==> src/sv/sbd_pkg.sv <==
// Shared constants and types for the signed base-b digit decomposition core.
`default_nettype none
package sbd_pkg;

  localparam int VALUE_W    = 64;
  localparam int BASE_W     = 17;
  localparam int COUNT_W    = 7;
  localparam int DIGIT_W    = 17;
  localparam int MAX_DIGITS = 64;
  localparam int STEP_W     = $clog2(VALUE_W);
  localparam int K_W        = (MAX_DIGITS > 1) ? $clog2(MAX_DIGITS) : 1;
  localparam int CFG_IDX_W  = 1;

  localparam logic [BASE_W-1:0]  BASE_MIN  = BASE_W'(2);
  localparam logic [BASE_W-1:0]  BASE_MAX  = BASE_W'(65536);
  localparam logic [COUNT_W-1:0] COUNT_MIN = COUNT_W'(1);
  localparam logic [COUNT_W-1:0] COUNT_MAX = COUNT_W'(MAX_DIGITS);

  localparam logic [BASE_W-1:0]  BASE_RST  = BASE_W'(2);
  localparam logic [COUNT_W-1:0] COUNT_RST = COUNT_W'(8);

  localparam logic [CFG_IDX_W-1:0] CFG_BASE        = CFG_IDX_W'(0);
  localparam logic [CFG_IDX_W-1:0] CFG_DIGIT_COUNT = CFG_IDX_W'(1);

  typedef struct packed {
    logic busy;
    logic done;
  } sbd_div_stat_t;

endpackage
`default_nettype wire

==> src/sv/sbd_divider.sv <==
// Bit-serial restoring divider: one quotient bit per cycle over the full value width.
`default_nettype none
module sbd_divider
  import sbd_pkg::*;
(
  input  wire logic               clk,
  input  wire logic               rst_n,
  input  wire logic               start,
  input  wire logic [VALUE_W-1:0] dividend,
  input  wire logic [BASE_W-1:0]  divisor,
  output sbd_div_stat_t           stat,
  output logic      [VALUE_W-1:0] quotient,
  output logic      [BASE_W-1:0]  remainder
);

  logic [VALUE_W-1:0] q_r;
  logic [BASE_W-1:0]  rem_r;
  logic [STEP_W-1:0]  cnt_r;
  logic               busy_r;
  logic               done_r;

  logic [BASE_W:0] trial;
  logic [BASE_W:0] diff;
  logic            ge;

  // Bring down the next dividend bit beside the partial remainder.
  always_comb begin
    trial = {rem_r, q_r[VALUE_W-1]};
    diff  = trial - {1'b0, divisor};
    ge    = (trial >= {1'b0, divisor});
  end

  always_ff @(posedge clk) begin
    if (!rst_n) begin
      busy_r <= 1'b0;
      done_r <= 1'b0;
      cnt_r  <= '0;
    end else begin
      done_r <= 1'b0;
      if (start) begin
        busy_r <= 1'b1;
        cnt_r  <= '0;
      end else if (busy_r) begin
        cnt_r <= cnt_r + STEP_W'(1);
        if (cnt_r == STEP_W'(VALUE_W - 1)) begin
          busy_r <= 1'b0;
          done_r <= 1'b1;
        end
      end
    end
  end

  always_ff @(posedge clk) begin
    if (start) begin
      q_r   <= dividend;
      rem_r <= '0;
    end else if (busy_r) begin
      q_r   <= {q_r[VALUE_W-2:0], ge};
      // Partial remainder stays below the divisor, so it fits the base width.
      rem_r <= ge ? diff[BASE_W-1:0] : trial[BASE_W-1:0];
    end
  end

  assign stat.busy = busy_r;
  assign stat.done = done_r;
  assign quotient  = q_r;
  assign remainder = rem_r;

endmodule
`default_nettype wire

==> src/sv/signed_base_b_digit_decompose_core.sv <==
// Top level: configuration, digit sequencing and output register of the decomposition core.
// Each accepted value yields digit_count signed digits, least significant first, the last one
// flagged. Every digit comes from a bit-serial divider that retires one quotient bit per
// cycle, and the next digit's divider run starts when a digit is loaded into the output
// register. A new value is taken only in idle, once the last digit of the previous value has
// been loaded; a digit waits in place while the output register is full. Base is clamped to
// 2..65536 and digit_count to 1..64 when a value is taken; magnitude above base^digit_count
// is dropped without notice.
`default_nettype none
module signed_base_b_digit_decompose_core
  import sbd_pkg::*;
(
  input  wire logic                 clk,
  input  wire logic                 rst_n,
  input  wire logic                 cfg_we,
  input  wire logic [CFG_IDX_W-1:0] cfg_index,
  input  wire logic [BASE_W-1:0]    cfg_data,
  input  wire logic                 in_valid,
  output logic                      in_ready,
  input  wire logic signed [VALUE_W-1:0] in_value,
  output logic                      out_valid,
  input  wire logic                 out_ready,
  output logic signed [DIGIT_W-1:0] out_digit,
  output logic                      out_last
);

  typedef enum logic [2:0] {
    ST_IDLE = 3'b001,
    ST_DIV  = 3'b010,
    ST_HOLD = 3'b100
  } state_t;

  state_t state_r, state_nxt;

  logic [BASE_W-1:0]  base_r;
  logic [COUNT_W-1:0] count_r;
  logic [BASE_W-1:0]  base_eff_r;
  logic [COUNT_W-1:0] count_eff_r;
  logic               neg_r;
  logic [K_W-1:0]     k_r;

  logic                 out_valid_r;
  logic [DIGIT_W-1:0]   out_digit_r;
  logic                 out_last_r;

  sbd_div_stat_t      div_stat;
  logic [VALUE_W-1:0] div_q;
  logic [BASE_W-1:0]  div_rem;
  logic [VALUE_W-1:0] div_dividend;
  logic               div_start;

  logic               accept;
  logic               slot_free;
  logic               pending;
  logic               load_out;
  logic               is_last;
  logic [VALUE_W-1:0] mag;
  logic [BASE_W-1:0]  base_clamped;
  logic [COUNT_W-1:0] count_clamped;
  logic [DIGIT_W-1:0] digit_val;

  always_ff @(posedge clk) begin
    if (!rst_n) begin
      base_r  <= BASE_RST;
      count_r <= COUNT_RST;
    end else if (cfg_we) begin
      unique case (cfg_index)
        CFG_BASE:        base_r  <= cfg_data;
        CFG_DIGIT_COUNT: count_r <= cfg_data[COUNT_W-1:0];
        default: ;
      endcase
    end
  end

  always_comb begin
    if (base_r < BASE_MIN) begin
      base_clamped = BASE_MIN;
    end else if (base_r > BASE_MAX) begin
      base_clamped = BASE_MAX;
    end else begin
      base_clamped = base_r;
    end
    if (count_r < COUNT_MIN) begin
      count_clamped = COUNT_MIN;
    end else if (count_r > COUNT_MAX) begin
      count_clamped = COUNT_MAX;
    end else begin
      count_clamped = count_r;
    end
  end

  assign in_ready  = (state_r == ST_IDLE);
  assign accept    = in_valid && in_ready;
  assign mag       = in_value[VALUE_W-1] ? (VALUE_W'(0) - in_value) : in_value;
  assign slot_free = !out_valid_r || out_ready;
  assign pending   = ((state_r == ST_DIV) && div_stat.done) || (state_r == ST_HOLD);
  assign load_out  = pending && slot_free;
  assign is_last   = ((COUNT_W'(k_r) + COUNT_W'(1)) == count_eff_r);
  assign div_start = accept || (load_out && !is_last);
  // Feed the previous quotient back for the next digit.
  assign div_dividend = accept ? mag : div_q;
  assign digit_val    = neg_r ? (DIGIT_W'(0) - DIGIT_W'(div_rem)) : DIGIT_W'(div_rem);

  always_comb begin
    state_nxt = state_r;
    unique case (state_r)
      ST_IDLE: begin
        if (accept) state_nxt = ST_DIV;
      end
      ST_DIV: begin
        if (div_stat.done) begin
          if (!slot_free) state_nxt = ST_HOLD;
          else if (is_last) state_nxt = ST_IDLE;
        end
      end
      ST_HOLD: begin
        if (slot_free) state_nxt = is_last ? ST_IDLE : ST_DIV;
      end
      default: state_nxt = ST_IDLE;
    endcase
  end

  always_ff @(posedge clk) begin
    if (!rst_n) begin
      state_r     <= ST_IDLE;
      out_valid_r <= 1'b0;
      k_r         <= '0;
    end else begin
      state_r <= state_nxt;
      if (load_out) begin
        out_valid_r <= 1'b1;
      end else if (out_ready) begin
        out_valid_r <= 1'b0;
      end
      if (accept) begin
        k_r <= '0;
      end else if (load_out && !is_last) begin
        k_r <= k_r + K_W'(1);
      end
    end
  end

  always_ff @(posedge clk) begin
    if (accept) begin
      neg_r       <= in_value[VALUE_W-1];
      base_eff_r  <= base_clamped;
      count_eff_r <= count_clamped;
    end
    if (load_out) begin
      out_digit_r <= digit_val;
      out_last_r  <= is_last;
    end
  end

  sbd_divider u_div (
    .clk       (clk),
    .rst_n     (rst_n),
    .start     (div_start),
    .dividend  (div_dividend),
    .divisor   (base_eff_r),
    .stat      (div_stat),
    .quotient  (div_q),
    .remainder (div_rem)
  );

  assign out_valid = out_valid_r;
  assign out_digit = out_digit_r;
  assign out_last  = out_last_r;

  a_done_in_div: assert property (@(posedge clk) disable iff (!rst_n)
    div_stat.done |-> (state_r == ST_DIV))
    else $error("divider finished outside a digit step");

  a_k_in_range: assert property (@(posedge clk) disable iff (!rst_n)
    (state_r != ST_IDLE) |-> (COUNT_W'(k_r) < count_eff_r))
    else $error("digit index ran past the digit count");

  a_rem_below_base: assert property (@(posedge clk) disable iff (!rst_n)
    load_out |-> (div_rem < base_eff_r))
    else $error("digit not below the base");

  a_no_start_when_busy: assert property (@(posedge clk) disable iff (!rst_n)
    div_start |-> !div_stat.busy)
    else $error("divider restarted while busy");

  a_accept_blocks: assert property (@(posedge clk) disable iff (!rst_n)
    accept |=> !in_ready)
    else $error("second value taken while a run is in progress");

endmodule
`default_nettype wire

==> config.mk <==
export PLATFORM = sky130hd
export DESIGN_NAME = signed_base_b_digit_decompose_core
export DESIGN_NICKNAME = d
export VERILOG_FILES = /design/src/sv/sbd_pkg.sv /design/src/sv/sbd_divider.sv /design/src/sv/signed_base_b_digit_decompose_core.sv
export SDC_FILE = /design/constraint.sdc
export NUM_CORES = 1
export LEC_CHECK = 0
export CORE_UTILIZATION = 30
export CTS_CLUSTER_SIZE = 40
export DETAILED_ROUTE_END_ITERATION = 12
export DONT_BUFFER_PORTS = 1
export PLACE_DENSITY = 0.42
export SLEW_MARGIN = 20
export SYNTH_ARGS = -nofsm -noshare
export SYNTH_HDL_FRONTEND = slang
export SYNTH_SLANG_ARGS = --single-unit
==> constraint.sdc <==
create_clock -name clk -period 5.25 [get_ports clk]
set_clock_uncertainty 0.1 [all_clocks]
set_input_delay 0.525 -clock clk [delete_from_list [all_inputs] [get_ports clk]]
set_output_delay 0.525 -clock clk [all_outputs]
set_load 0.05 [all_outputs]
==> out/qor.csv, run 1 <==
metric,value,unit
clock.fmax,0.286,GHz
multi_input_area,0.00470,mm^2
n_antenna_cell,0,
cts_hold_buf,0,
cts_tree,yes,
worstHoldPathType,input pin to register,
cp.required,5.28,ns
power,3860,uW
grt_max_degree,59,
path_clk_slew,0.07,ns
synthTopCellsByArea,"edfxtp_1, dfxtp_1, xor2_1",
cap_viol_max_count,0,
ctsHtreeMaxLevel,4,
worst_pin_slew,0.969,ns
cp.arrival,3.53,ns
yosys.area.top_type,edfxtp_1,
portBuffers,0,
status,"finished, final reports clean",
finalCritPeriodShare,66.7,%
tns,0,ns
clock_sinks,166,
synth-seq-area-share,46.8,%
netlist_instances,990,
antenna_found_initial,0,
cp-end-kind,register,
cts_inserted_buffers,17,
synth_area,0.00940,mm^2
synth_top_area_share,34.2,%
num_io_pins,107,
nets,1086,
worst_slew_margin_rel,35.2,%
ys_ff_latch,166,
layout_setup_ws,1.75,ns
fill_cells,3178,
critical_path_class,register to register,
wirelength,23.7,mm
peakVddDrop,220,uV
dr_total_vias,6966,
rsz0062_at_grt,false,
setup_viol,0,
placed_cells,1353,
synthesis.nets,1099,
final_common_cell,nand2_1,
grt_first_pass_wirelength,37.7,mm
drive_gt1_share,6.36,%
die_y,179,um
area_growth,11.1,%
synth_ff_type,edfxtp_1,
final-seq-area,0.00439,mm^2
post_cts_buffers,0,
std_cell_rows,64,
powerDensity,370,mW/mm^2
final-max-slew-violation-count,0,
start_util,30.6,%
dp_hpwl,17.5,mm
place_ws,1.59,ns
hold_violations,0,
async_flop_share,0,%
start_kind,register,
yosys_warnings,0,
wire_per_inst,17.1,um
postLayoutCoreUtil,34.0,%
grt_overflow,0,
grt.total_usage,15.4,%
drt-pass1-iter-count,4,
core_area,0.0307,mm^2
layout_common_cells,"nand2_1, edfxtp_1, o21ai_0",
synth_edf_count,107,
grt_pass1_vias,6809,
routed_via_density,5.03,
cts-root-buf,clkbuf_16,
antenna_left,0,
dieArea,0.0320,mm^2
ys_types,62,
cts_resized,0,
syn_area_per_cell,9.49,um^2
min_period,3.50,ns
drt_iter0_markers,317,
crit_fanout,37,
p_leak,0.00379,uW
clk_latency,0.45,ns
fin_cells,1386,
clockBufferDepth,2,
die_x,179,um
drc,0,
gp_congestion,0.790,
## synthesized netlist by cell type (4+ instances only)
cell,n
nor3_1,15
mux2i_1,15
nor2b_1,15
and2_1,20
nand4_1,4
nand3b_1,4
nor4_1,9
o211ai_1,7
dfxtp_1,59
o21a_1,7
inv_1,35
nand4b_1,4
edfxtp_1,107
and3_1,5
xor2_1,65
nand2_1,149
clkbuf_1,41
a21oi_1,34
o41ai_1,11
o31ai_1,25
ha_1,21
or4_1,7
o21ai_0,86
nor2_1,59
a21boi_0,23
or3_1,17
nand3_1,31
mux2_2,4
a211oi_1,13
nand2b_1,7
xnor2_1,36
a31oi_1,4
## state kept, by name, indices dropped and copies added, names as in the netlist, 3 cells and up
name             count
count_eff_r          7
u_div.quotient      64
state_r              3
out_digit           17
count_r              7
base_r              17
u_div.cnt_r          6
base_eff_r          17
u_div.remainder     17
k_r                  6
## final timing paths
| path | startpoint | endpoint | slack, ns | cells past startpoint |
|---|---|---|---|---|
| min reg2reg | base_r[12]$_SDFFE_PN0P_ | base_r[12]$_SDFFE_PN0P_ | 0.38 | 2 |
| min | rst_n | state_r[0]$_SDFFE_PN1P_ | 0.06 | 1 |
| max reg2reg | k_r[0]$_SDFFE_PP0P_ | u_div.quotient[39]$_DFFE_PP_ | 1.75 | 8 |
| max | k_r[0]$_SDFFE_PP0P_ | u_div.quotient[39]$_DFFE_PP_ | 1.75 | 8 |
## through the flow
step                area (um^2)  hold slack (ns)
floorplan                  9400            0.343
global placement           9840            0.364
detailed placement         9840            0.370
CTS                       10400           0.0314
global route              10400           0.0309
finish                    10400           0.0622
## routing by layer
layer / up-vias / routed length [um] / GRT usage, %
li1: 3546 / - / -
met1: 3290 / 11500 / 21.0
met2: 112 / 10400 / 22.9
met3: 18 / 1470 / 5.09
met4: 0 / 289 / 4.66
met5: - / 0 / 0
## cell families after synthesis
group,count (synthesis),synth area share [%]
multiplexers,20,2.24
AND/OR/NAND/NOR,364,19.1
adder cells (fa/ha/maj),22,3.01
flip-flops,166,46.8
XOR/XNOR,101,9.42
buffers and inverters,82,3.32
AO/OA/AOI/OAI,235,16.1
## power by group
| part | total (uW) | internal [uW] | switching [uW] |
|---|---|---|---|
| clock network | 1240 | 665 | 578 |
| logic | 912 | 390 | 522 |
| registers | 1710 | 1590 | 116 |
| total | 3860 | 2650 | 1220 |
## final cells by class
type	instances	area share [%]
multi-input combinational	742	45.0
sequential	166	42.1
tap	396	4.75
clock buffer	17	4.07
clock inverter	15	1.40
timing repair buffer	15	1.39
inverter	35	1.26
## critical path, cell delays in order (launching register included)
cell	delay, ns
dfxtp_1	0.41
ha_1	0.25
nor3b_1	0.24
o21a_1	0.16
o31ai_1	0.08
o41ai_1	0.67
nand2_1	0.15
nand2_2	0.72
buf_4	0.38
Note: power is estimated with default switching activity, not from simulation.
==> run 2: changes to the inputs <==
==> constraint.sdc (replaced) <==
create_clock -name clk -period 3.3 [get_ports clk]
set_clock_uncertainty 0.1 [all_clocks]
set_input_delay 0.33 -clock clk [delete_from_list [all_inputs] [get_ports clk]]
set_output_delay 0.33 -clock clk [all_outputs]
set_load 0.05 [all_outputs]
==> out/qor.csv, run 2 (synthesized netlist as in run 1, its figures left out) <==
metric,value,unit,change
worstHoldPathType,input pin to register,,
rsz0062_at_grt,false,,
finalCritPeriodShare,91.0,%,+24 points
area_growth,15.2,%,
timing.rr.end,u_div.quotient[42]$_DFFE_PP_,,
p_leak,0.00395,uW,+4.4%
clockBufferDepth,2,,unchanged
layout_common_cells,"nand2_1, edfxtp_1, o21ai_0",,
drive_gt1_share,7.12,%,+0.75 points
drt_iter0_markers,487,,+54%
nets,1122,,+3.3%
antenna_left,0,,unchanged
whs,0.0265,ns,-0.0357 ns
hold_violations,0,,unchanged
ctsHtreeMaxLevel,4,,unchanged
cts_hold_buf,23,,+23
start_kind,register,,
crit_path_start,k_r[0]$_SDFFE_PP0P_,,
cp.arrival,3.07,ns,-0.46 ns
dr_total_vias,7075,,+1.6%
wirelength,24.1,mm,+2.0%
antenna_found_initial,0,,unchanged
critical_path_class,register to register,,
cts_tree,yes,,
start_util,30.6,%,unchanged
grt.total_usage,15.7,%,+0.24 points
worst_slew_margin_rel,34.0,%,-1.2 points
die_x,179,um,unchanged
min_period,3.00,ns,-0.497 ns
grt_first_pass_wirelength,38.4,mm,+1.9%
cts_inserted_buffers,17,,unchanged
portBuffers,0,,unchanged
reg2reg_setup_slack,0.30,ns,-1.45 ns
largest_register_ffs,64,,unchanged
drt-pass1-iter-count,5,,+1
layout_setup_ws,0.296,ns,-1.45 ns
routed_via_density,4.98,,-1.0%
dieArea,0.0320,mm^2,unchanged
cts_resized,0,,unchanged
dp_hpwl,17.5,mm,-0.21%
endpoint,u_div.quotient[42]$_DFFE_PP_,,
status,"finished, final reports clean",,
final_common_cell,nand2_1,,
tns,0,ns,unchanged
cts-root-buf,clkbuf_16,,
cp.required,3.37,ns,-1.91 ns
multi_input_area,0.00470,mm^2,unchanged
die_y,179,um,unchanged
setup_viol,0,,unchanged
clock_sinks,166,,unchanged
drc,0,,unchanged
crit_fanout,30,,-19%
clock.fmax,0.333,GHz,+17%
std_cell_rows,64,,unchanged
path_clk_slew,0.07,ns,about the same
num_io_pins,107,,unchanged
cap_viol_max_count,0,,unchanged
core_area,0.0307,mm^2,unchanged
post_cts_buffers,0,,unchanged
final-seq-area,0.00439,mm^2,unchanged
fill_cells,3142,,-1.1%
clk_latency,0.43,ns,-0.02 ns
gp_congestion,0.804,,+1.8%
final-max-slew-violation-count,0,,unchanged
powerDensity,583,mW/mm^2,+57%
cp-end-kind,register,,
grt_overflow,0,,unchanged
n_antenna_cell,0,,unchanged
place_ws,0.181,ns,-1.41 ns
wire_per_inst,17.0,um,-0.56%
worst_r2r_path_depth,8,,unchanged
grt_pass1_vias,6859,,+0.73%
rr_startpoint,k_r[0]$_SDFFE_PP0P_,,
grt_max_degree,65,,+10%
worst_pin_slew,0.987,ns,+0.0183 ns
peakVddDrop,332,uV,+51%
## run 2: stage by stage
stage               instances  util (%)  area [um^2]  power (uW)
floorplan                 990         -         9400        3860
global placement         1367      32.6        10000        4300
detailed placement       1367      32.6        10000        4290
CTS                      1422      35.3        10800        6390
global route             1422      35.3        10800        6700
finish                   1422      35.3        10800        6310
## run 2: worst min path at each step
| stage | depth (start not counted) | start | slack [ns] | endpoint |
|---|---|---|---|---|
| 2_1_floorplan | 0 | in_value[63] | 0.33 | neg_r$_DFFE_PP_ |
| 3_3_place_gp | 1 | rst_n | 0.31 | state_r[0]$_SDFFE_PN1P_ |
| 3_5_place_dp | 1 | rst_n | 0.31 | state_r[0]$_SDFFE_PN1P_ |
| 4_1_cts | 3 | cfg_index | 0.009 | base_r[16]$_SDFFE_PN0P_ |
| 5_1_grt | 3 | cfg_index | 0.04 | base_r[16]$_SDFFE_PN0P_ |
| 6_report | 3 | cfg_index | 0.03 | base_r[16]$_SDFFE_PN0P_ |
## run 2: worst max-delay path: stages (launching register included)
cell and delay [ns]:
dfxtp_1 0.42, ha_1 0.25, nor3b_1 0.21, o21a_1 0.15
o31ai_1 0.09, or4_1 0.61, a21oi_4 0.53, buf_12 0.25
o21ai_0 0.12
## run 2: metal layers
layer / vias to the layer above / wire length [um] / global-route usage, %
met1: 3324 / 11700 / 22.1
met2: 127 / 10600 / 23.1
met3: 11 / 1650 / 5.00
met5: - / 0 / 0
met4: 0 / 174 / 3.43
li1: 3613 / - / -
## run 2: layout make-up
class	instances	area share [%]
clock buffers	18	4.06
clock inverters	14	1.45
inverters	35	1.21
multi-input cells	742	43.5
flip-flops and latches	166	40.6
well taps	396	4.58
repair buffers	51	4.65
## run 2: power breakdown
part | leakage [uW] | total (uW) | switching, uW | internal (uW)
registers | 0.00152 | 2700 | 164 | 2530
clock network | 0.000285 | 2040 | 842 | 1200
logic | 0.00215 | 1570 | 876 | 690
